### config.mk
export PLATFORM = sky130hd
export DESIGN_NAME = mpeg_audio_header_scanner
export DESIGN_NICKNAME = d
export VERILOG_FILES = /design/src/rtl/mahs_pkg.sv /design/src/rtl/mpeg_audio_header_scanner.sv /design/src/rtl/mahs_div.sv /design/src/rtl/mahs_datapath.sv /design/src/rtl/mahs_ctrl.sv
export SDC_FILE = /design/constraint.sdc
export NUM_CORES = 1
export LEC_CHECK = 0
export CORE_AREA = 2 2 241 219
export CTS_CLUSTER_SIZE = 16
export DETAILED_ROUTE_END_ITERATION = 10
export DIE_AREA = 0 0 243 221
export DONT_BUFFER_PORTS = 1
export PLACE_DENSITY = 0.66
export RECOVER_POWER = 25
export SKIP_LAST_GASP = 1
export SLEW_MARGIN = 25
export SYNTH_ARGS = -nofsm -noshare
export SYNTH_HDL_FRONTEND = slang
export SYNTH_SLANG_ARGS = --single-unit
### constraint.sdc
create_clock -name clk_i -period 10.14 [get_ports clk_i]
set_clock_uncertainty 0.2 [all_clocks]
set_input_delay 1.014 -clock clk_i [delete_from_list [all_inputs] [get_ports clk_i]]
set_output_delay 1.014 -clock clk_i [all_outputs]
set_load 0.1 [all_outputs]
### src/rtl/mahs_pkg.sv
// ----------------------------------------------------------------------------
// mahs_pkg
// shared types, constants and lookup tables of the mpeg audio header scanner
// ----------------------------------------------------------------------------
package mahs_pkg;

  localparam int PosWidth = 32;  // byte position counter, wraps
  localparam int DvdW     = 35;  // divider dividend width (file length times 8)
  localparam int DvsW     = 20;  // divider divisor width (kbps times 1000)
  localparam int FsW      = 12;  // true frame size width
  localparam int PrdW     = 26;  // 144000 * 448 fits here

  localparam logic [7:0] SyncByte = 8'hFF;
  localparam logic [7:0] SyncMin  = 8'hE0;
  localparam logic [3:0] RateBad  = 4'd15;
  localparam logic [3:0] RateFree = 4'd0;
  localparam logic [1:0] SrBad    = 2'd3;

  localparam logic [1:0] VerMpeg1 = 2'd3;
  localparam logic [1:0] VerRsv   = 2'd1;

  localparam logic [1:0] StOk   = 2'd0;
  localparam logic [1:0] StFree = 2'd1;
  localparam logic [1:0] StRsv  = 2'd2;

  localparam logic [1:0] CfgFileLength = 2'd0;
  localparam logic [1:0] CfgAudioBytes = 2'd1;

  localparam logic [17:0] MulMpeg1 = 18'd144000;
  localparam logic [17:0] MulMpeg2 = 18'd72000;
  localparam logic [9:0]  KbpsToBps = 10'd1000;
  localparam logic [10:0] FrameMax  = 11'd2047;

  localparam logic [8:0] KbpsTab [0:4][0:14] = '{
    '{9'd0, 9'd32, 9'd64, 9'd96, 9'd128, 9'd160, 9'd192, 9'd224, 9'd256, 9'd288,
      9'd320, 9'd352, 9'd384, 9'd416, 9'd448},
    '{9'd0, 9'd32, 9'd48, 9'd56, 9'd64, 9'd80, 9'd96, 9'd112, 9'd128, 9'd160,
      9'd192, 9'd224, 9'd256, 9'd320, 9'd384},
    '{9'd0, 9'd32, 9'd40, 9'd48, 9'd56, 9'd64, 9'd80, 9'd96, 9'd112, 9'd128,
      9'd160, 9'd192, 9'd224, 9'd256, 9'd320},
    '{9'd0, 9'd32, 9'd48, 9'd56, 9'd64, 9'd80, 9'd96, 9'd112, 9'd128, 9'd144,
      9'd160, 9'd176, 9'd192, 9'd224, 9'd256},
    '{9'd0, 9'd8, 9'd16, 9'd24, 9'd32, 9'd40, 9'd48, 9'd56, 9'd64, 9'd80,
      9'd96, 9'd112, 9'd128, 9'd144, 9'd160}
  };

  localparam logic [15:0] RateTab [0:3][0:2] = '{
    '{16'd11025, 16'd12000, 16'd8000},
    '{16'd0, 16'd0, 16'd0},
    '{16'd22050, 16'd24000, 16'd16000},
    '{16'd44100, 16'd48000, 16'd32000}
  };

  typedef enum logic [1:0] {
    SelFs  = 2'd0,
    SelFc  = 2'd1,
    SelDur = 2'd2
  } div_sel_e;

  typedef struct packed {
    logic     take_byte;
    logic     mul;
    logic     div_start;
    div_sel_e div_sel;
    logic     cap_fs;
    logic     cap_fc;
    logic     cap_dur;
    logic     out_load;
  } cmd_t;

  typedef struct packed {
    logic hit;
    logic need_calc;
    logic div_done;
  } sts_t;

endpackage

### src/rtl/mpeg_audio_header_scanner.sv
// ----------------------------------------------------------------------------
// mpeg_audio_header_scanner
// finds the first mpeg audio frame header in a byte stream and reports it
// ----------------------------------------------------------------------------
//  channel | handshake                 | payload
//  --------+---------------------------+------------------------------------
//  input   | in_valid_i / in_stall_o   | data_byte_i, restart_i
//  result  | out_valid_o / out_stall_i | status_o .. duration_s_o
//  config  | cfg_we_i                  | cfg_idx_i, cfg_data_i
//
//  one byte per cycle while searching or after a header was reported
//  a header with a decodable size runs frame size, frame count and duration
//    through one shared 35-step restoring divider
//  free rate and reserved version headers skip the divider on the way to the result reg
//  reset clears config, window, position and the found flag
//  a held result blocks the input only once the next header waits for the
//    result register; otherwise only the division sequence and the Done step do
module mpeg_audio_header_scanner import mahs_pkg::*; (
  input  logic        clk_i,
  input  logic        rst_ni,
  input  logic        cfg_we_i,
  input  logic [1:0]  cfg_idx_i,
  input  logic [31:0] cfg_data_i,
  input  logic        in_valid_i,
  output logic        in_stall_o,
  input  logic [7:0]  data_byte_i,
  input  logic        restart_i,
  output logic        out_valid_o,
  input  logic        out_stall_i,
  output logic [1:0]  status_o,
  output logic [31:0] header_offset_o,
  output logic [1:0]  version_code_o,
  output logic [1:0]  layer_number_o,
  output logic [8:0]  bitrate_kbps_o,
  output logic [15:0] sample_rate_hz_o,
  output logic        padding_bit_o,
  output logic [1:0]  channel_mode_o,
  output logic [10:0] frame_bytes_o,
  output logic [31:0] frame_count_o,
  output logic [22:0] duration_s_o
);

  cmd_t cmd;  // sequencer to datapath
  sts_t sts;  // datapath to sequencer

  // sequencer: byte intake, division order, result handoff
  mahs_ctrl u_ctrl (
    .clk_i       (clk_i),
    .rst_ni      (rst_ni),
    .in_valid_i  (in_valid_i),
    .in_stall_o  (in_stall_o),
    .out_valid_o (out_valid_o),
    .out_stall_i (out_stall_i),
    .sts_i       (sts),
    .cmd_o       (cmd)
  );

  // datapath: window, decode tables, multiplier, divider, result registers
  mahs_datapath u_dp (
    .clk_i            (clk_i),
    .rst_ni           (rst_ni),
    .cmd_i            (cmd),
    .sts_o            (sts),
    .cfg_we_i         (cfg_we_i),
    .cfg_idx_i        (cfg_idx_i),
    .cfg_data_i       (cfg_data_i),
    .data_byte_i      (data_byte_i),
    .restart_i        (restart_i),
    .status_o         (status_o),
    .header_offset_o  (header_offset_o),
    .version_code_o   (version_code_o),
    .layer_number_o   (layer_number_o),
    .bitrate_kbps_o   (bitrate_kbps_o),
    .sample_rate_hz_o (sample_rate_hz_o),
    .padding_bit_o    (padding_bit_o),
    .channel_mode_o   (channel_mode_o),
    .frame_bytes_o    (frame_bytes_o),
    .frame_count_o    (frame_count_o),
    .duration_s_o     (duration_s_o)
  );

endmodule

### src/rtl/mahs_div.sv
// ----------------------------------------------------------------------------
// mahs_div
// restoring divider, one quotient bit per cycle
// ----------------------------------------------------------------------------
module mahs_div import mahs_pkg::*; (
  input  logic            clk_i,
  input  logic            rst_ni,
  input  logic            start_i,
  input  logic [DvdW-1:0] dividend_i,
  input  logic [DvsW-1:0] divisor_i,
  output logic            done_o,
  output logic [DvdW-1:0] quotient_o
);

  localparam int CntW = $clog2(DvdW);

  logic            busy_q, done_q;
  logic [CntW-1:0] cnt_q;
  logic [DvdW-1:0] quo_q;
  logic [DvsW-1:0] rem_q, dvs_q;
  logic [DvsW:0]   shifted, trial;

  assign shifted = {rem_q, quo_q[DvdW-1]};
  assign trial   = shifted - {1'b0, dvs_q};

  always_ff @(posedge clk_i or negedge rst_ni) begin
    if (!rst_ni) begin
      busy_q <= 1'b0;
      done_q <= 1'b0;
      cnt_q  <= '0;
    end else begin
      done_q <= 1'b0;
      if (start_i) begin
        busy_q <= 1'b1;
        cnt_q  <= '0;
      end else if (busy_q) begin
        cnt_q <= cnt_q + 1'b1;
        if (cnt_q == CntW'(DvdW - 1)) begin
          busy_q <= 1'b0;
          done_q <= 1'b1;
        end
      end
    end
  end

  always_ff @(posedge clk_i) begin
    if (start_i) begin
      quo_q <= dividend_i;
      rem_q <= '0;
      dvs_q <= divisor_i;
    end else if (busy_q) begin
      if (trial[DvsW]) begin
        rem_q <= shifted[DvsW-1:0];
        quo_q <= {quo_q[DvdW-2:0], 1'b0};
      end else begin
        rem_q <= trial[DvsW-1:0];
        quo_q <= {quo_q[DvdW-2:0], 1'b1};
      end
    end
  end

  assign done_o     = done_q;
  assign quotient_o = quo_q;

endmodule

### src/rtl/mahs_datapath.sv
// ----------------------------------------------------------------------------
// mahs_datapath
// byte window, header decode, config registers, size math and result registers
// ----------------------------------------------------------------------------
module mahs_datapath import mahs_pkg::*; (
  input  logic          clk_i,
  input  logic          rst_ni,
  input  cmd_t          cmd_i,
  output sts_t          sts_o,
  input  logic          cfg_we_i,
  input  logic [1:0]    cfg_idx_i,
  input  logic [31:0]   cfg_data_i,
  input  logic [7:0]    data_byte_i,
  input  logic          restart_i,
  output logic [1:0]    status_o,
  output logic [31:0]   header_offset_o,
  output logic [1:0]    version_code_o,
  output logic [1:0]    layer_number_o,
  output logic [8:0]    bitrate_kbps_o,
  output logic [15:0]   sample_rate_hz_o,
  output logic          padding_bit_o,
  output logic [1:0]    channel_mode_o,
  output logic [10:0]   frame_bytes_o,
  output logic [31:0]   frame_count_o,
  output logic [22:0]   duration_s_o
);

  // config registers
  logic [31:0] file_len_q, audio_q;

  always_ff @(posedge clk_i or negedge rst_ni) begin
    if (!rst_ni) begin
      file_len_q <= '0;
      audio_q    <= '0;
    end else if (cfg_we_i) begin
      if (cfg_idx_i == CfgFileLength) file_len_q <= cfg_data_i;
      if (cfg_idx_i == CfgAudioBytes) audio_q <= cfg_data_i;
    end
  end

  // search state, restart clears it before the byte is taken
  logic [23:0]         win_q, win_e;
  logic [1:0]          fill_q, fill_e;
  logic [PosWidth-1:0] pos_q, pos_e, sync_pos;
  logic                found_q, found_e;

  assign win_e   = restart_i ? '0 : win_q;
  assign fill_e  = restart_i ? '0 : fill_q;
  assign pos_e   = restart_i ? '0 : pos_q;
  assign found_e = restart_i ? 1'b0 : found_q;

  // decode of the window plus the incoming byte
  logic [7:0] b0, b1, b2;
  logic [1:0] ver, lbits, layer, sr, chan, status;
  logic [3:0] ridx;
  logic [2:0] row;
  logic [8:0] kbps;
  logic [15:0] hz;
  logic       pad, hdr_ok;

  always_comb begin
    b0    = win_e[23:16];
    b1    = win_e[15:8];
    b2    = win_e[7:0];
    ver   = b1[4:3];
    lbits = b1[2:1];
    layer = 2'(3'd4 - {1'b0, lbits});
    ridx  = b2[7:4];
    sr    = b2[3:2];
    pad   = b2[1];
    chan  = data_byte_i[7:6];
    hdr_ok = (fill_e == 2'd3) && !found_e && (b0 == SyncByte) && (b1 >= SyncMin) &&
             (ridx != RateBad) && (lbits != 2'd0) && (sr != SrBad);
    if (ver == VerMpeg1) row = {1'b0, layer} - 3'd1;
    else if (layer == 2'd1) row = 3'd3;
    else row = 3'd4;
    kbps = KbpsTab[row][ridx];
    hz   = (sr == SrBad) ? 16'd0 : RateTab[ver][sr];
    if (ridx == RateFree) begin
      status = StFree;
      kbps   = '0;
    end else if (ver == VerRsv) begin
      status = StRsv;
      kbps   = '0;
      hz     = '0;
    end else begin
      status = StOk;
    end
  end

  assign sync_pos = pos_e - PosWidth'(3);

  always_ff @(posedge clk_i or negedge rst_ni) begin
    if (!rst_ni) begin
      win_q   <= '0;
      fill_q  <= '0;
      pos_q   <= '0;
      found_q <= 1'b0;
    end else if (cmd_i.take_byte && !found_e) begin
      win_q   <= {win_e[15:0], data_byte_i};
      fill_q  <= (fill_e == 2'd3) ? fill_e : fill_e + 2'd1;
      pos_q   <= pos_e + 1'b1;
      found_q <= hdr_ok;
    end else if (cmd_i.take_byte) begin
      found_q <= found_e;
    end
  end

  // working result registers
  logic [1:0]      st_q, ver_q, lay_q, chan_q;
  logic [31:0]     off_q, fc_q;
  logic [8:0]      kbps_q;
  logic [15:0]     hz_q;
  logic            pad_q;
  logic [FsW-1:0]  fs_q;
  logic [22:0]     dur_q;
  logic [PrdW-1:0] prod_q;
  logic [DvsW-1:0] den_q;

  logic            div_done;
  logic [DvdW-1:0] dvd, quo;
  logic [DvsW-1:0] dvs;

  always_comb begin
    case (cmd_i.div_sel)
      SelFs: begin
        dvd = DvdW'(prod_q);
        dvs = DvsW'(hz_q);
      end
      SelFc: begin
        dvd = DvdW'(audio_q);
        dvs = DvsW'(fs_q);
      end
      SelDur: begin
        dvd = {file_len_q, 3'b000};
        dvs = den_q;
      end
      default: begin
        dvd = '0;
        dvs = '0;
      end
    endcase
  end

  mahs_div u_div (
    .clk_i      (clk_i),
    .rst_ni     (rst_ni),
    .start_i    (cmd_i.div_start),
    .dividend_i (dvd),
    .divisor_i  (dvs),
    .done_o     (div_done),
    .quotient_o (quo)
  );

  always_ff @(posedge clk_i) begin
    if (cmd_i.take_byte && hdr_ok) begin
      st_q   <= status;
      off_q  <= 32'(sync_pos);
      ver_q  <= ver;
      lay_q  <= layer;
      kbps_q <= kbps;
      hz_q   <= hz;
      pad_q  <= pad;
      chan_q <= chan;
      fs_q   <= '0;
      fc_q   <= '0;
      dur_q  <= '0;
    end
    if (cmd_i.mul) begin
      prod_q <= PrdW'(kbps_q) * PrdW'((ver_q == VerMpeg1) ? MulMpeg1 : MulMpeg2);
      den_q  <= DvsW'(kbps_q) * DvsW'(KbpsToBps);
    end
    if (cmd_i.cap_fs)  fs_q  <= quo[FsW-1:0] + FsW'(pad_q);
    if (cmd_i.cap_fc)  fc_q  <= quo[31:0];
    if (cmd_i.cap_dur) dur_q <= quo[22:0];
    if (cmd_i.out_load) begin
      status_o         <= st_q;
      header_offset_o  <= off_q;
      version_code_o   <= ver_q;
      layer_number_o   <= lay_q;
      bitrate_kbps_o   <= kbps_q;
      sample_rate_hz_o <= hz_q;
      padding_bit_o    <= pad_q;
      channel_mode_o   <= chan_q;
      frame_bytes_o    <= (fs_q > FsW'(FrameMax)) ? FrameMax : fs_q[10:0];
      frame_count_o    <= fc_q;
      duration_s_o     <= dur_q;
    end
  end

  assign sts_o.hit       = hdr_ok;
  assign sts_o.need_calc = hdr_ok && (status == StOk);
  assign sts_o.div_done  = div_done;

endmodule

### src/rtl/mahs_ctrl.sv
// ----------------------------------------------------------------------------
// mahs_ctrl
// sequencer of byte intake, size divisions and result handoff
// ----------------------------------------------------------------------------
module mahs_ctrl import mahs_pkg::*; (
  input  logic clk_i,
  input  logic rst_ni,
  input  logic in_valid_i,
  output logic in_stall_o,
  output logic out_valid_o,
  input  logic out_stall_i,
  input  sts_t sts_i,
  output cmd_t cmd_o
);

  typedef enum logic [7:0] {
    Idle   = 8'b0000_0001,
    Mul    = 8'b0000_0010,
    FsGo   = 8'b0000_0100,
    DivFs  = 8'b0000_1000,
    FcGo   = 8'b0001_0000,
    DivFc  = 8'b0010_0000,
    DivDur = 8'b0100_0000,
    Done   = 8'b1000_0000
  } state_e;

  state_e state_q, state_d;
  logic   out_valid_q, out_valid_d;

  always_comb begin
    state_d     = state_q;
    cmd_o       = '0;
    cmd_o.div_sel = SelFs;
    in_stall_o  = 1'b1;
    out_valid_d = out_valid_q && out_stall_i;
    case (state_q)
      Idle: begin
        in_stall_o      = 1'b0;
        cmd_o.take_byte = in_valid_i;
        if (in_valid_i && sts_i.hit) state_d = sts_i.need_calc ? Mul : Done;
      end
      Mul: begin
        cmd_o.mul = 1'b1;
        state_d   = FsGo;
      end
      FsGo: begin
        cmd_o.div_start = 1'b1;
        state_d         = DivFs;
      end
      DivFs: begin
        if (sts_i.div_done) begin
          cmd_o.cap_fs = 1'b1;
          state_d      = FcGo;
        end
      end
      FcGo: begin
        cmd_o.div_sel   = SelFc;
        cmd_o.div_start = 1'b1;
        state_d         = DivFc;
      end
      DivFc: begin
        cmd_o.div_sel = SelDur;
        if (sts_i.div_done) begin
          cmd_o.cap_fc    = 1'b1;
          cmd_o.div_start = 1'b1;
          state_d         = DivDur;
        end
      end
      DivDur: begin
        cmd_o.div_sel = SelDur;
        if (sts_i.div_done) begin
          cmd_o.cap_dur = 1'b1;
          state_d       = Done;
        end
      end
      Done: begin
        if (!out_valid_q || !out_stall_i) begin
          cmd_o.out_load = 1'b1;
          out_valid_d    = 1'b1;
          state_d        = Idle;
        end
      end
      default: state_d = Idle;
    endcase
  end

  always_ff @(posedge clk_i or negedge rst_ni) begin
    if (!rst_ni) begin
      state_q     <= Idle;
      out_valid_q <= 1'b0;
    end else begin
      state_q     <= state_d;
      out_valid_q <= out_valid_d;
    end
  end

  assign out_valid_o = out_valid_q;

  a_done_in_div: assert property (@(posedge clk_i) disable iff (!rst_ni)
    sts_i.div_done |-> (state_q == DivFs || state_q == DivFc || state_q == DivDur))
    else $error("divider finished outside a division step");

  a_load_valid: assert property (@(posedge clk_i) disable iff (!rst_ni)
    cmd_o.out_load |=> out_valid_q)
    else $error("result loaded but not presented");

  a_hit_leaves_idle: assert property (@(posedge clk_i) disable iff (!rst_ni)
    (state_q == Idle && in_valid_i && sts_i.hit) |=> state_q != Idle)
    else $error("header found but sequencer stayed idle");

endmodule

Yosys cells after proc, flatten, opt, wreduce, memory -nomap -nowiden
Memory sizes are Yosys's and may differ from the RTL's. Cells that the tools add are included.

Register bits: 522. Bits in read-only memories: 1080. Input bits: 48. Output and inout port bits: 134. Logic and storage cells: 182. Memories kept: 1.

$add $sub $neg: 8. Multiply operators: 2. Order comparisons: 6. Equal/unequal tests: 26. Muxes and demuxes: 66. Bitwise gates (word level): 4. Reduce and logical (&&, ||, !) cells: 31.

Memories: (no name shown) (words 8, bits a word 135, read ports 1, clocked after Yosys merged registers in 0, write ports 0, line mahs_datapath.sv:77) `kbps = KbpsTab[row][ridx];`.

Operators with widths (number): 2-to-1 mux 135 bit (2); case mux 35 bit (3 select lines) (1); binary-select mux 48 bit (select 2 bit) (1); 2-to-1 mux 32 bit (3); 2-to-1 mux 48 bit (2); 2-to-1 mux 16 bit (5); 2-to-1 mux 35 bit (2); case mux 8 bit (8 select lines) (1); case mux 19 bit (3 select lines) (1); 2-to-1 mux 8 bit (6); 2-to-1 mux 23 bit (2); binary-select mux 9 bit (select 4 bit) (1); adder 32 x 1 -> 32 bit, second input constant (1); binary-select mux 16 bit (select 2 bit) (1); subtractor 32 x 2 -> 32 bit, second input constant (1); multiplier 9 x 26 -> 26 bit (1); 2-to-1 mux 12 bit (2); 2-to-1 mux 24 bit (1); 2-to-1 mux 1 bit (21); subtractor 21 x 20 -> 21 bit (1); 2-to-1 mux 20 bit (1); 2-to-1 mux 18 bit (1); 2-to-1 mux 9 bit (2); equality test 8 bit, second input constant (2); 41 further kinds (81).

Longest topological paths before layout
Gate-level depths: netlist of run 1.

Depth in word-level cells: 12. Mapped depth: 18. Mapped depth without buffers: 18.

Modules after synthesis
Synthesis of run 1 repeated with hierarchy kept, for this count alone.

Cell total of the unflattened synthesis: 2122. Area, all modules: 25313.0 um^2.

Modules (own cells, without submodules): mahs_datapath (times used 1, cells each 1650, area an instance 20221.9 um^2, sequential area each 11726.2 um^2); mahs_div (times used 1, cells each 396, area an instance 4428.0 um^2, sequential area each 2252.2 um^2); mahs_ctrl (times used 1, cells each 76, area an instance 663.1 um^2, sequential area each 226.5 um^2).

Least setup slack after synthesis of run 1
No wires, ideal clock.

Path kind: reg2reg. From: register u_ctrl.state_q[3]. To: register u_dp.bitrate_kbps_o[3], enable pin. Library setup time: 0.654 ns. Arrival: 7.115 ns. Required time: 9.286 ns. Slack: 2.171 ns. Stages on the path, launching flop included: 5. Path buffers: 1. Clock period less this slack: 7.969 ns. Cell sequence: dfrtp_1 buf_2 nor3_4 nand4_1 a21oi_1.

RTL lines: start: declaration (line mahs_ctrl.sv:27) `state_e state_q, state_d;`; start signal: assignment (line mahs_ctrl.sv:89) `state_q <= Idle;`; start signal: assignment (line mahs_ctrl.sv:92) `state_q <= state_d;`; end signal: assignment (line mahs_datapath.sv:181) `bitrate_kbps_o <= kbps_q;`; end: declaration (line mahs_datapath.sv:19) `output logic [8:0] bitrate_kbps_o,`.

Worst setup path in the final report of run 1
From: register u_dp.kbps_q[7]. To: register u_dp.prod_q[22], data pin.

Longest elaborated chain between the ends: 1.

RTL lines: start: declaration (line mahs_datapath.sv:112) `logic [8:0] kbps_q;`; start signal: assignment (line mahs_datapath.sv:161) `kbps_q <= kbps;`; multiplier 9 x 26 -> 26 bit (line mahs_datapath.sv:170) `prod_q <= PrdW'(kbps_q) * PrdW'((ver_q == VerMpeg1) ? MulMpeg1 : MulMpeg2);`; end signal: assignment (line mahs_datapath.sv:170); end: declaration (line mahs_datapath.sv:117) `logic [PrdW-1:0] prod_q;`.

Every way passes these cells. A chain may end at the register's enable or synchronous reset.

==> results of run 1 <==
==> state kept, by name (all words and copies together), names as in the netlist, 24 cells and up <==
signal and flops:
u_dp.header_offset_o 32, u_dp.pos_q 32, u_dp.frame_count_o 32, u_dp.off_q 32
u_dp.fc_q 32, u_dp.u_div.quotient_o 35, u_dp.win_q 24, u_dp.audio_q 32
u_dp.file_len_q 32
==> layout by cell type (no fill, tap or decap), types with 17 or more instances in the layout <==
| cell type | instances |
|---|---|
| fa_1 | 49 |
| a21oi_1 | 110 |
| and3_1 | 27 |
| a31oi_1 | 30 |
| a22oi_1 | 30 |
| nand2_1 | 214 |
| xor2_1 | 43 |
| conb_1 | 34 |
| clkbuf_16 | 52 |
| nand4_1 | 17 |
| nand3_1 | 46 |
| and2_1 | 64 |
| mux2_2 | 64 |
| nor2_1 | 144 |
| inv_1 | 148 |
| o21ai_0 | 90 |
| nor2b_1 | 25 |
| nor3_1 | 35 |
| edfxtp_1 | 340 |
| ha_1 | 100 |
| dfrtp_1 | 139 |
| dfxtp_1 | 20 |
| xnor2_1 | 45 |
| buf_4 | 18 |
==> layer usage <==
metal | up-vias | track usage | part of all wire
met5 | - | 0 | 0
li1 | 7536 | - | -
met4 | 0 | 0.06076 | 0.022
met3 | 87 | 0.03723 | 0.064
met2 | 526 | 0.3119 | 0.46
met1 | 7785 | 0.2855 | 0.45
==> through the flow <==
stage | total power, uW | util | area (sq um)
detailed placement | 2718 | 0.4983 | 25510
global placement | 2701 | 0.4983 | 25510
CTS | 4735 | 0.5342 | 27350
global route | 4874 | 0.5342 | 27350
floorplan | 2641 | - | 24920
finish | 4696 | 0.5343 | 27360
==> what timing repair did <==
action | in CTS | in global routing
hold buffers | 1 | 0
endpoints found under the setup margin | 0 | 0
endpoints found under the hold margin | 139 | 0
setup buffers | 0 | 0
==> cells by family after synthesis <==
kind of cell    Yosys count  share of synthesized area
other cells               2                  0.0003028
buf+inv                 258                    0.04192
xor+xnor                 88                    0.03107
compound gates          388                    0.09958
simple gates            665                     0.1330
mux                      79                    0.03511
flops                   500                     0.5691
fa+ha+maj               149                    0.08999
==> where the power goes <==
part	switching [uW]	total (uW)	internal [uW]
Clock	823	2000	1180
Sequential	68.7	2330	2260
Combinational	207	367	160
Total	1100	4700	3600
==> area by class of cell <==
| cell class | count | area (sq um) |
|---|---|---|
| fill | 4364 | 23850 |
| multi-input combinational | 1403 | 9796 |
| antenna | 4 | 10.01 |
| clock buffer | 62 | 1369 |
| timing repair buffer | 20 | 190.2 |
| sequential | 500 | 14110 |
| tap | 688 | 860.8 |
| clock inverter | 34 | 442.9 |
| inverter | 152 | 571.8 |
==> how the worst min path moves through the flow <==
stage                        start                endpoint  depth (start not counted)
finish                      rst_ni       u_ctrl.state_q[0]                          0
global route                rst_ni       u_ctrl.state_q[0]                          0
CTS                         rst_ni       u_ctrl.state_q[0]                          0
detailed placement  u_dp.dur_q[15]   u_dp.duration_s_o[15]                          0
global placement     u_dp.fc_q[17]  u_dp.frame_count_o[17]                          0
floorplan           u_dp.chan_q[0]  u_dp.channel_mode_o[0]                          0
==> synthesized netlist by cell type (34+ instances only) <==
cell type | number | share of area
xor2_1 | 43 | 0.015
inv_1 | 149 | 0.023
nand3_1 | 46 | 0.0093
mux2_2 | 64 | 0.029
xnor2_1 | 45 | 0.016
fa_1 | 49 | 0.040
clkbuf_1 | 73 | 0.011
nand2_1 | 214 | 0.032
dfrtp_1 | 139 | 0.14
ha_1 | 100 | 0.050
nor2_1 | 145 | 0.022
and2_1 | 64 | 0.016
a21oi_1 | 112 | 0.023
nor3_1 | 34 | 0.0069
edfxtp_1 | 340 | 0.41
o21ai_0 | 90 | 0.018
==> results.toml, run 1 <==
[final_layout]
instances_no_fill = 2863
num-nets-final = 2325
area_growth_pct = 10.29
drive_gt1_frac = 0.09627

[power]
ir_drop_uv = 130.3
cellLeakagePower_uw = 0.01020
power_density_nw_per_um2 = 171.7

[setup_path]
r2r_start = "u_dp.kbps_q[7]"
ff2ff_path_depth = 17
crit_path_end = "u_dp.prod_q[22]"
critPathRequiredTime_ns = 10.29
cp_top_family = "adder cells"
cp.depth = 17
cp_slowest_cell = "edfxtp_1"
cp.arrival_ns = 5.49
worstPathCellList = "inv_1, o21ai_0, ha_1, inv_1, fa_1, inv_1, fa_1, inv_1, fa_1, inv_1, ha_1, o21ai_0, a21oi_1, o41a_1, a41oi_1, a21boi_0, xor2_1"
startpoint = "u_dp.kbps_q[7]"
end_kind = "flip-flop"
crit_path_max_fanout = 9
critical_path_buf_inv_count = 5
rrSetupSlack_ns = 4.80
critPathLaunchType = "flip-flop"
worst_path_largest_cell_delay_ns = 0.59
reg2reg_to = "u_dp.prod_q[22]"
path_class = "flip-flop to flip-flop"
cp_common_cell = "inv_1"

[yosys]
synth_cell_types = 90
synth_seq_cells = 500
syn_inst = 2129
yosysWarnings = 0
async_flop_share = 0.2800
synth-edff-count = 340
synth_area_sq_um = 24800
post_synth.cell_area_avg_sq_um = 11.65
ys_seq_area_frac = 0.5691
synth-main-ff-cell = "edfxtp_1"

[cts]
clock_tree.buffer_depth = 3
clk_pin_slew_ns = 0.07
cts_sinks = 500
cts_tree = "built"
cts_resized = 0
cts.htree.levels = 2
numCtsBuffers = 51
clk_latency_ns = 0.61
clockRootBuffer = "clkbuf_16"

[drt]
routedWlPerCell_um = 18.89
routed_wl_um = 54080
first_pass_iters = 8
drtIter0Drc = 1472
drtAntennaViolNets = 0
vias = 15930
viasPerCell = 5.565
remaining_drc_errors = 0

[sta]
slew_headroom = 0.3032
rsz0062_at_grt = "false"
period_share = 0.5269
worst_pin_slew_ns = 1.047
hold-worst-slack_ns = 0.04761
setup_slack_ns = 4.797
drv_slew = 0
fmax_ghz = 0.1872
fin_tns_setup_ns = 0
fin_crit_ns = 5.343
final_hold_viol_count = 0
setup_viol = 0

[global_routing]
antenna_found_initial = 1
grt_usage = 0.2000
first_global_vias = 15390
grt_max_degree = 140
grt_pass1_wl_um = 85840
overflow = 0

[run]
drv_cap = 0

[die]
num_rows = 79
die_h_um = 221
io_pins = 182
dieArea_sq_um = 53700
start_util = 0.4844
fp.dieW_um = 243
core_sq_um = 51200

[outcome]
status = "complete, no violations"

[placement]
post-place-ws_ns = 4.797
portBuffers = 0
place_hpwl_um = 37270
routabilityCongestion = 0.8411
place_inst = 2762

[worst_hold_path]
hp-class = "primary input to asynchronous set/reset pin"
No activity file was read; power rests on OpenSTA's default activity.
==> run 2: changes to the inputs <==
ABC_AREA = 1   (was default)
CORE_AREA = 2 2 242 220   (was 2 2 241 219)
DIE_AREA = 0 0 244 222   (was 0 0 243 221)
PLACE_DENSITY = 0.69   (was 0.66)
clock period = 4.3 ns   (was 10.14 ns; I/O delays follow)
==> run 2 against run 1 <==
Net effect: the flow now finishes with violations (max-capacitance violations, max-slew violations, negative setup slack); clock power rose by 120%; first-iteration DRC count rose by 16%; largest power group unchanged; synthesized area rose by 1.1%; setup slack got worse by 4.9 ns; final cell count rose by 18%; critical path type unchanged; synthesized cell count rose by 19%; routed wire length rose by 7.9%; via count rose by 10%; global-route usage rose by 1.4 points; non-clock buffer count rose by 81.
==> results.toml, run 2 <==
[outcome]
status = "complete, but fails checks"
failed_checks = "max-capacitance violations, max-slew violations, negative setup slack"

[die]
num_rows = 79
start_util = 0.4871
dieArea_sq_um = 54170
die_h_um = 222
io_pins = 182
fp.dieW_um = 244
core_sq_um = 51500

[yosys]
post-synth-top-count-cell = "nand2_1"
yosysTopAreaCell = "edfxtp_1"
synth.top_cell.area_share = 0.4070
ys_seq_area_frac = 0.5626
synth-edff-count = 340
synth-main-ff-cell = "edfxtp_1"
synth_seq_cells = 500
synth_area_sq_um = 25090
yosysWarnings = 0
synth.area.top_cells = "edfxtp_1, dfrtp_1, nand2_1"
synth_cell_types = 59
synthTopCellsByCount = "nand2_1, inv_1, edfxtp_1, nor2_1, o21ai_0"
syn_inst = 2527
post_synth.cell_area_avg_sq_um = 9.927
async_flop_share = 0.2800

[sta]
fin_crit_ns = 4.384
hold-worst-slack_ns = 0.02767
fmax_ghz = 0.2281
final_hold_viol_count = 0
drv_slew = 130
rsz0062_at_grt = "true"
setup_viol = 3
slew_headroom = -0.6191
setup_slack_ns = -0.08430
period_share = 1.020
worst_pin_slew_ns = 2.429

[drt]
remaining_drc_errors = 0
routedWlPerCell_um = 17.28
viasPerCell = 5.202
first_pass_iters = 8
vias = 17570
drtAntennaViolNets = 0
routed_wl_um = 58350
drtIter0Drc = 1710

[worst_hold_path]
holdPathStages = 2
hp-class = "primary input to flip-flop"

[placement]
portBuffers = 0
place_hpwl_um = 40860
placed_cell_area_sq_um = 26160
post-place-ws_ns = -0.2031
routabilityCongestion = 0.8898

[final_layout]
fillers = 4341
drive_gt1_frac = 0.09121
fin_area_sq_um = 28560
num-nets-final = 2843
area_growth_pct = 13.84
largest_reg_flops = 35
multi_input_area_sq_um = 9500
post-route-util = 0.5546
mostFrequentLayoutCell = "nand2_1"
final-seq-area_sq_um = 14110
final_cell_mix = "nand2_1, inv_1, edfxtp_1, nor2_1, o21ai_0"

[power]
power_density_nw_per_um2 = 368.8
swShare = 0.2347
p_clk_frac = 0.417
ir_drop_uv = 368.9
cellLeakagePower_uw = 0.01294
internal-power_uw = 8060
pwr-share-comb = 0.076
power_switching_uw = 2472
seq_power_share = 0.507
power_uw = 10530

[cts]
clk_latency_ns = 0.62
clock_tree.buffer_depth = 3
cts_sinks = 500
clk_pin_slew_ns = 0.06
cts_tree = "built"
numCtsBuffers = 52
clockRootBuffer = "clkbuf_16"
cts.htree.levels = 2

[global_routing]
first_global_vias = 17190
grt_pass1_wl_um = 92660
overflow = 0
grt_usage = 0.2141
grt_max_degree = 141
antenna_found_initial = 3

[run]
drv_cap = 2

[setup_path]
worstPathCellList = "nand2_4, buf_6, nor2_2, fa_1, inv_1, fa_1, inv_1, fa_1, inv_2, fa_1, inv_2, ha_4, a21oi_4, o21ai_2, nand2_1, nand4_1, a21oi_2, xor2_1"
cp_slowest_cell = "fa_1"
critPathLaunchType = "flip-flop"
path_class = "flip-flop to flip-flop"
worst_path_largest_cell_delay_ns = 0.51
critical_path_buf_inv_count = 5
cp_top_family = "adder cells"
critPathRequiredTime_ns = 4.42
ff2ff_path_depth = 18
crit_path_max_fanout = 5
cp.arrival_ns = 4.50
cp_common_cell = "fa_1"
end_kind = "flip-flop"
cp.depth = 18
==> run 2: cell types whose count changed after synthesis, sizes merged, moves of 53 or more <==
cell | previous run | this run
nand2 | 214 | 578
inv | 150 | 391
nor2 | 146 | 248
o21ai | 95 | 173
mux2 | 64 | 0
and2 | 64 | 3
a21oi | 113 | 60
==> run 2: power by group through the flow <==
stage | logic (uW) | registers [uW] | clock network (uW)
floorplan | 528 | 5410 | 0
global placement | 638 | 5420 | 0
detailed placement | 664 | 5430 | 0
CTS | 766 | 5330 | 4480
global route | 906 | 5340 | 4680
finish | 804 | 5340 | 4390
==> run 2: layer usage <==
layer	part of all wire	GRT usage	wire length, um	vias up
li1	-	-	-	8450
met1	0.44	0.2979	25700	8467
met2	0.46	0.3372	26810	534
met3	0.073	0.04781	4248	116
met4	0.027	0.06255	1582	0
met5	0	0	0	-
==> run 2: path summary, 6_finish.rpt <==
path | from | to | slack, ns
max | u_dp.ver_q[0] | u_dp.prod_q[23] | -0.08
min reg2reg | u_dp.dur_q[9] | u_dp.duration_s_o[9] | 0.21
min | restart_i | u_dp.off_q[26] | 0.03
min in group asynchronous | rst_ni | u_dp.file_len_q[22] | 0.25
max in group asynchronous | rst_ni | u_dp.win_q[7] | 2.95
max reg2reg | u_dp.ver_q[0] | u_dp.prod_q[23] | -0.08
==> run 2: cell families after synthesis <==
kind of cell	share of synthesized area
buffers and inverters	0.07312
DFF	0.5626
AOI/OAI and AO/OA	0.06858
xor gates and xnor gates	0.03421
and+or+nand+nor	0.1722
adders and majority gates	0.08898
other	0.0002994
==> run 2: metrics by stage <==
step,cells,setup TNS (ns)
floorplan,2559,0
global placement,3224,-0.1124
detailed placement,3224,-1.078
CTS,3368,-0.1180
global route,3377,-1.052
finish,3377,-0.1771
==> run 2: timing repair <==
action,in CTS,in global routing
setup buffers,4,6
hold buffers,46,0
setup endpoints to repair,9,9
endpoints found under the hold margin,264,0
gates resized for setup,23,28
pin swaps,16,19
==> run 2: area by class of cell <==
type,count,share of cell area
inverter,392,0.05170
sequential,500,0.4942
multi-input combinational,1599,0.3327
tap,688,0.03014
antenna,3,0.0002629
clock inverter,24,0.006791
timing repair buffer,101,0.03225
clock buffer,70,0.05196
==> run 2: worst register-to-register path, stage by stage, from the launching register on <==
cell and delay (ns):
edfxtp_1 0.43, nand2_4 0.15, buf_6 0.11, nor2_2 0.03, fa_1 0.49, inv_1 0.05
fa_1 0.48, inv_1 0.05, fa_1 0.51, inv_2 0.04, fa_1 0.48, inv_2 0.05
ha_4 0.25, a21oi_4 0.14, o21ai_2 0.09, nand2_1 0.07, nand4_1 0.21, a21oi_2 0.22
xor2_1 0.08
==> run 3: changes to the inputs <==
CORE_AREA = 2 2 247 225   (was 2 2 242 220)
DIE_AREA = 0 0 249 227   (was 0 0 244 222)
PLACE_DENSITY = 0.68   (was 0.69)
SYNTH_HIERARCHICAL = 1   (was default)
clock period = 4.9 ns   (was 4.3 ns; I/O delays follow)
==> run 3 against run 2 <==
Net effect: the flow finishes with violations (max-capacitance violations, max-slew violations); worst hold slack better by 0.011 ns; register-to-register slack better by 0.44 ns; synthesized cell count up 14%; first-iteration DRC count up 5.9%; utilization about the same; routed wire length up 5.1%; combinational power down 15%; synthesized area up 6.6%; global-route usage up 0.61 points; critical path type unchanged; critical endpoint is now u_dp/prod_q[24].
==> results.toml, run 3 <==
[drt]
drtAntennaViolNets = 0
vias = 18980
first_pass_iters = 6
viasPerCell = 5.106
routed_wl_um = 61350
routedWlPerCell_um = 16.51
remaining_drc_errors = 0
drtIter0Drc = 1811

[yosys]
ys_seq_area_frac = 0.5310
synth_area_sq_um = 26750
yosysTopAreaCell = "edfxtp_1"
synth_cell_types = 53
post_synth.cell_area_avg_sq_um = 9.256
yosysWarnings = 6
syn_inst = 2890
synth-edff-count = 343
synth-main-ff-cell = "edfxtp_1"
synth_seq_cells = 503
synthTopCellsByCount = "nand2_1, inv_1, edfxtp_1, nor2_1, nand3_1"
post-synth-top-count-cell = "nand2_1"
synth.top_cell.area_share = 0.3850
async_flop_share = 0.2783
synth.area.top_cells = "edfxtp_1, dfrtp_1, nand2_1"

[setup_path]
cp_top_family = "adder cells"
crit_path_max_fanout = 11
end_kind = "flip-flop"
cp_slowest_cell = "fa_1"
cp.arrival_ns = 4.69
critPathRequiredTime_ns = 5.04
worst_path_largest_cell_delay_ns = 0.55
critical_path_buf_inv_count = 4
path_class = "flip-flop to flip-flop"
critPathLaunchType = "flip-flop"
worstPathCellList = "nand2_4, nand2_1, fa_1, inv_1, fa_1, inv_1, fa_1, fa_1, inv_1, ha_1, a21o_1, a21oi_1, nand3_1, nand2_1, inv_1, o21ai_0, nand2_1"

[power]
power_density_nw_per_um2 = 322.2
seq_power_share = 0.488
ir_drop_uv = 322.9
power_switching_uw = 2224
internal-power_uw = 7389
p_clk_frac = 0.441
cellLeakagePower_uw = 0.01347
swShare = 0.2314
pwr-share-comb = 0.071

[die]
dieArea_sq_um = 56520
io_pins = 182
core_sq_um = 53820
die_h_um = 227
start_util = 0.4971
fp.dieW_um = 249
num_rows = 81

[sta]
fmax_ghz = 0.2199
final_hold_viol_count = 0
period_share = 0.9283
fin_tns_setup_ns = 0
rsz0062_at_grt = "false"
setup_viol = 0
slew_headroom = -1.438
drv_slew = 271
worst_pin_slew_ns = 3.658
fin_crit_ns = 4.548

[cts]
numCtsBuffers = 53
clockRootBuffer = "clkbuf_16"
cts.htree.levels = 2
clock_tree.buffer_depth = 3
clk_pin_slew_ns = 0.06
cts_tree = "built"
clk_latency_ns = 0.62
cts_sinks = 503

[final_layout]
mostFrequentLayoutCell = "nand2_1"
fillers = 4665
instances_no_fill = 3716
final_cell_mix = "nand2_1, inv_1, edfxtp_1, nor2_1, nand3_1"
num-nets-final = 3165
drive_gt1_frac = 0.08217
largest_reg_flops = 35
final-seq-area_sq_um = 14200
area_growth_pct = 11.53
multi_input_area_sq_um = 10260

[global_routing]
globalRoute.busiestLayer = "met2"
grtUsageMet3 = 0.03121
overflow = 0
first_global_vias = 18440
grt_max_degree = 141
grtUsageMet1 = 0.3199
antenna_found_initial = 5
grt.met2_usage = 0.3439
grt_pass1_wl_um = 99130
grt_usage = 0.2202

[placement]
portBuffers = 0
routabilityCongestion = 0.9485
place_inst = 3566
place_hpwl_um = 43600

[outcome]
failed_checks = "max-capacitance violations, max-slew violations"
status = "complete, but fails checks"

[worst_hold_path]
hp-class = "primary input to flip-flop"

[run]
drv_cap = 3
run 3: worst min-delay path, stage by stage:
cell and delay (ns):
nor2_2 0.05, inv_1 0.11, xor2_1 0.08, nand2_1 0.05, nand2_1 0.04
run 3: final timing paths:
kind / from / endpoint / slack, ns / cells past startpoint
max: u_dp/ver_q[0] / u_dp/prod_q[24] / 0.35 / 17
min: restart_i / u_dp/pos_q[21] / 0.04 / 5
max reg2reg: u_dp/ver_q[0] / u_dp/prod_q[24] / 0.35 / 17
min reg2reg: u_dp/chan_q[1] / u_dp/channel_mode_o[1] / 0.20 / 0
max in group asynchronous: rst_ni / u_dp/win_q[14] / 0.84 / 2
min in group asynchronous: rst_ni / u_dp/audio_q[14] / 1.47 / 2
run 3: final cells by class:
type | instances | share of cell area
sequential | 503 | 0.4761
multi-input combinational | 1821 | 0.3440
inverter | 508 | 0.06404
clock buffer | 68 | 0.04802
tap | 705 | 0.02956
timing repair buffer | 75 | 0.02353
clock inverter | 31 | 0.01438
antenna | 5 | 0.0004194
run 3: power by group through the flow:
| stage | Sequential [uW] | Clock [uW] | Combinational, uW |
|---|---|---|---|
| finish | 4690 | 4240 | 686 |
| global route | 4690 | 4500 | 781 |
| CTS | 4680 | 4340 | 680 |
| detailed placement | 4770 | 0 | 613 |
| global placement | 4760 | 0 | 597 |
| floorplan | 4750 | 0 | 500 |
run 3: metal layers:
| metal | wire, um | vias up |
|---|---|---|
| li1 | - | 9300 |
| met1 | 28460 | 8937 |
| met2 | 27600 | 640 |
| met3 | 3735 | 98 |
| met4 | 1555 | 0 |
| met5 | 0 | - |
run 3: per-stage QoR:
stage	setup WS (ns)	power, uW	hold WS [ns]	instance area, sq um	utilization
5_1_grt	0.02022	9976	0.03749	29830	0.5544
3_5_place_dp	0.1865	5382	0.01275	27550	0.5120
6_report	0.3516	9613	0.03856	29840	0.5544
4_1_cts	0.1681	9702	0.005573	29900	0.5556
2_1_floorplan	0.3700	5254	-0.005591	26860	-
3_3_place_gp	0.1960	5361	0.01234	27550	0.5119
run 3: timing repair:
action	CTS	global route
gates resized for setup	0	4
buffers inserted	0	0
hold buffers	46	0
setup endpoints to repair	0	6
endpoints found under the hold margin	239	0
run 3: kinds of logic (layout without fill, tap and decap cells):
| family | Yosys count | count (layout) | share of synthesized area |
|---|---|---|---|
| fa+ha+maj | 155 | 155 | 0.08625 |
| compound gates | 250 | 250 | 0.05140 |
| simple gates | 1305 | 1305 | 0.2157 |
| flops | 503 | 503 | 0.5310 |
| buf+inv | 594 | 682 | 0.08887 |
| other cells | 2 | 35 | 0.0002807 |
| xor+xnor | 81 | 81 | 0.02652 |
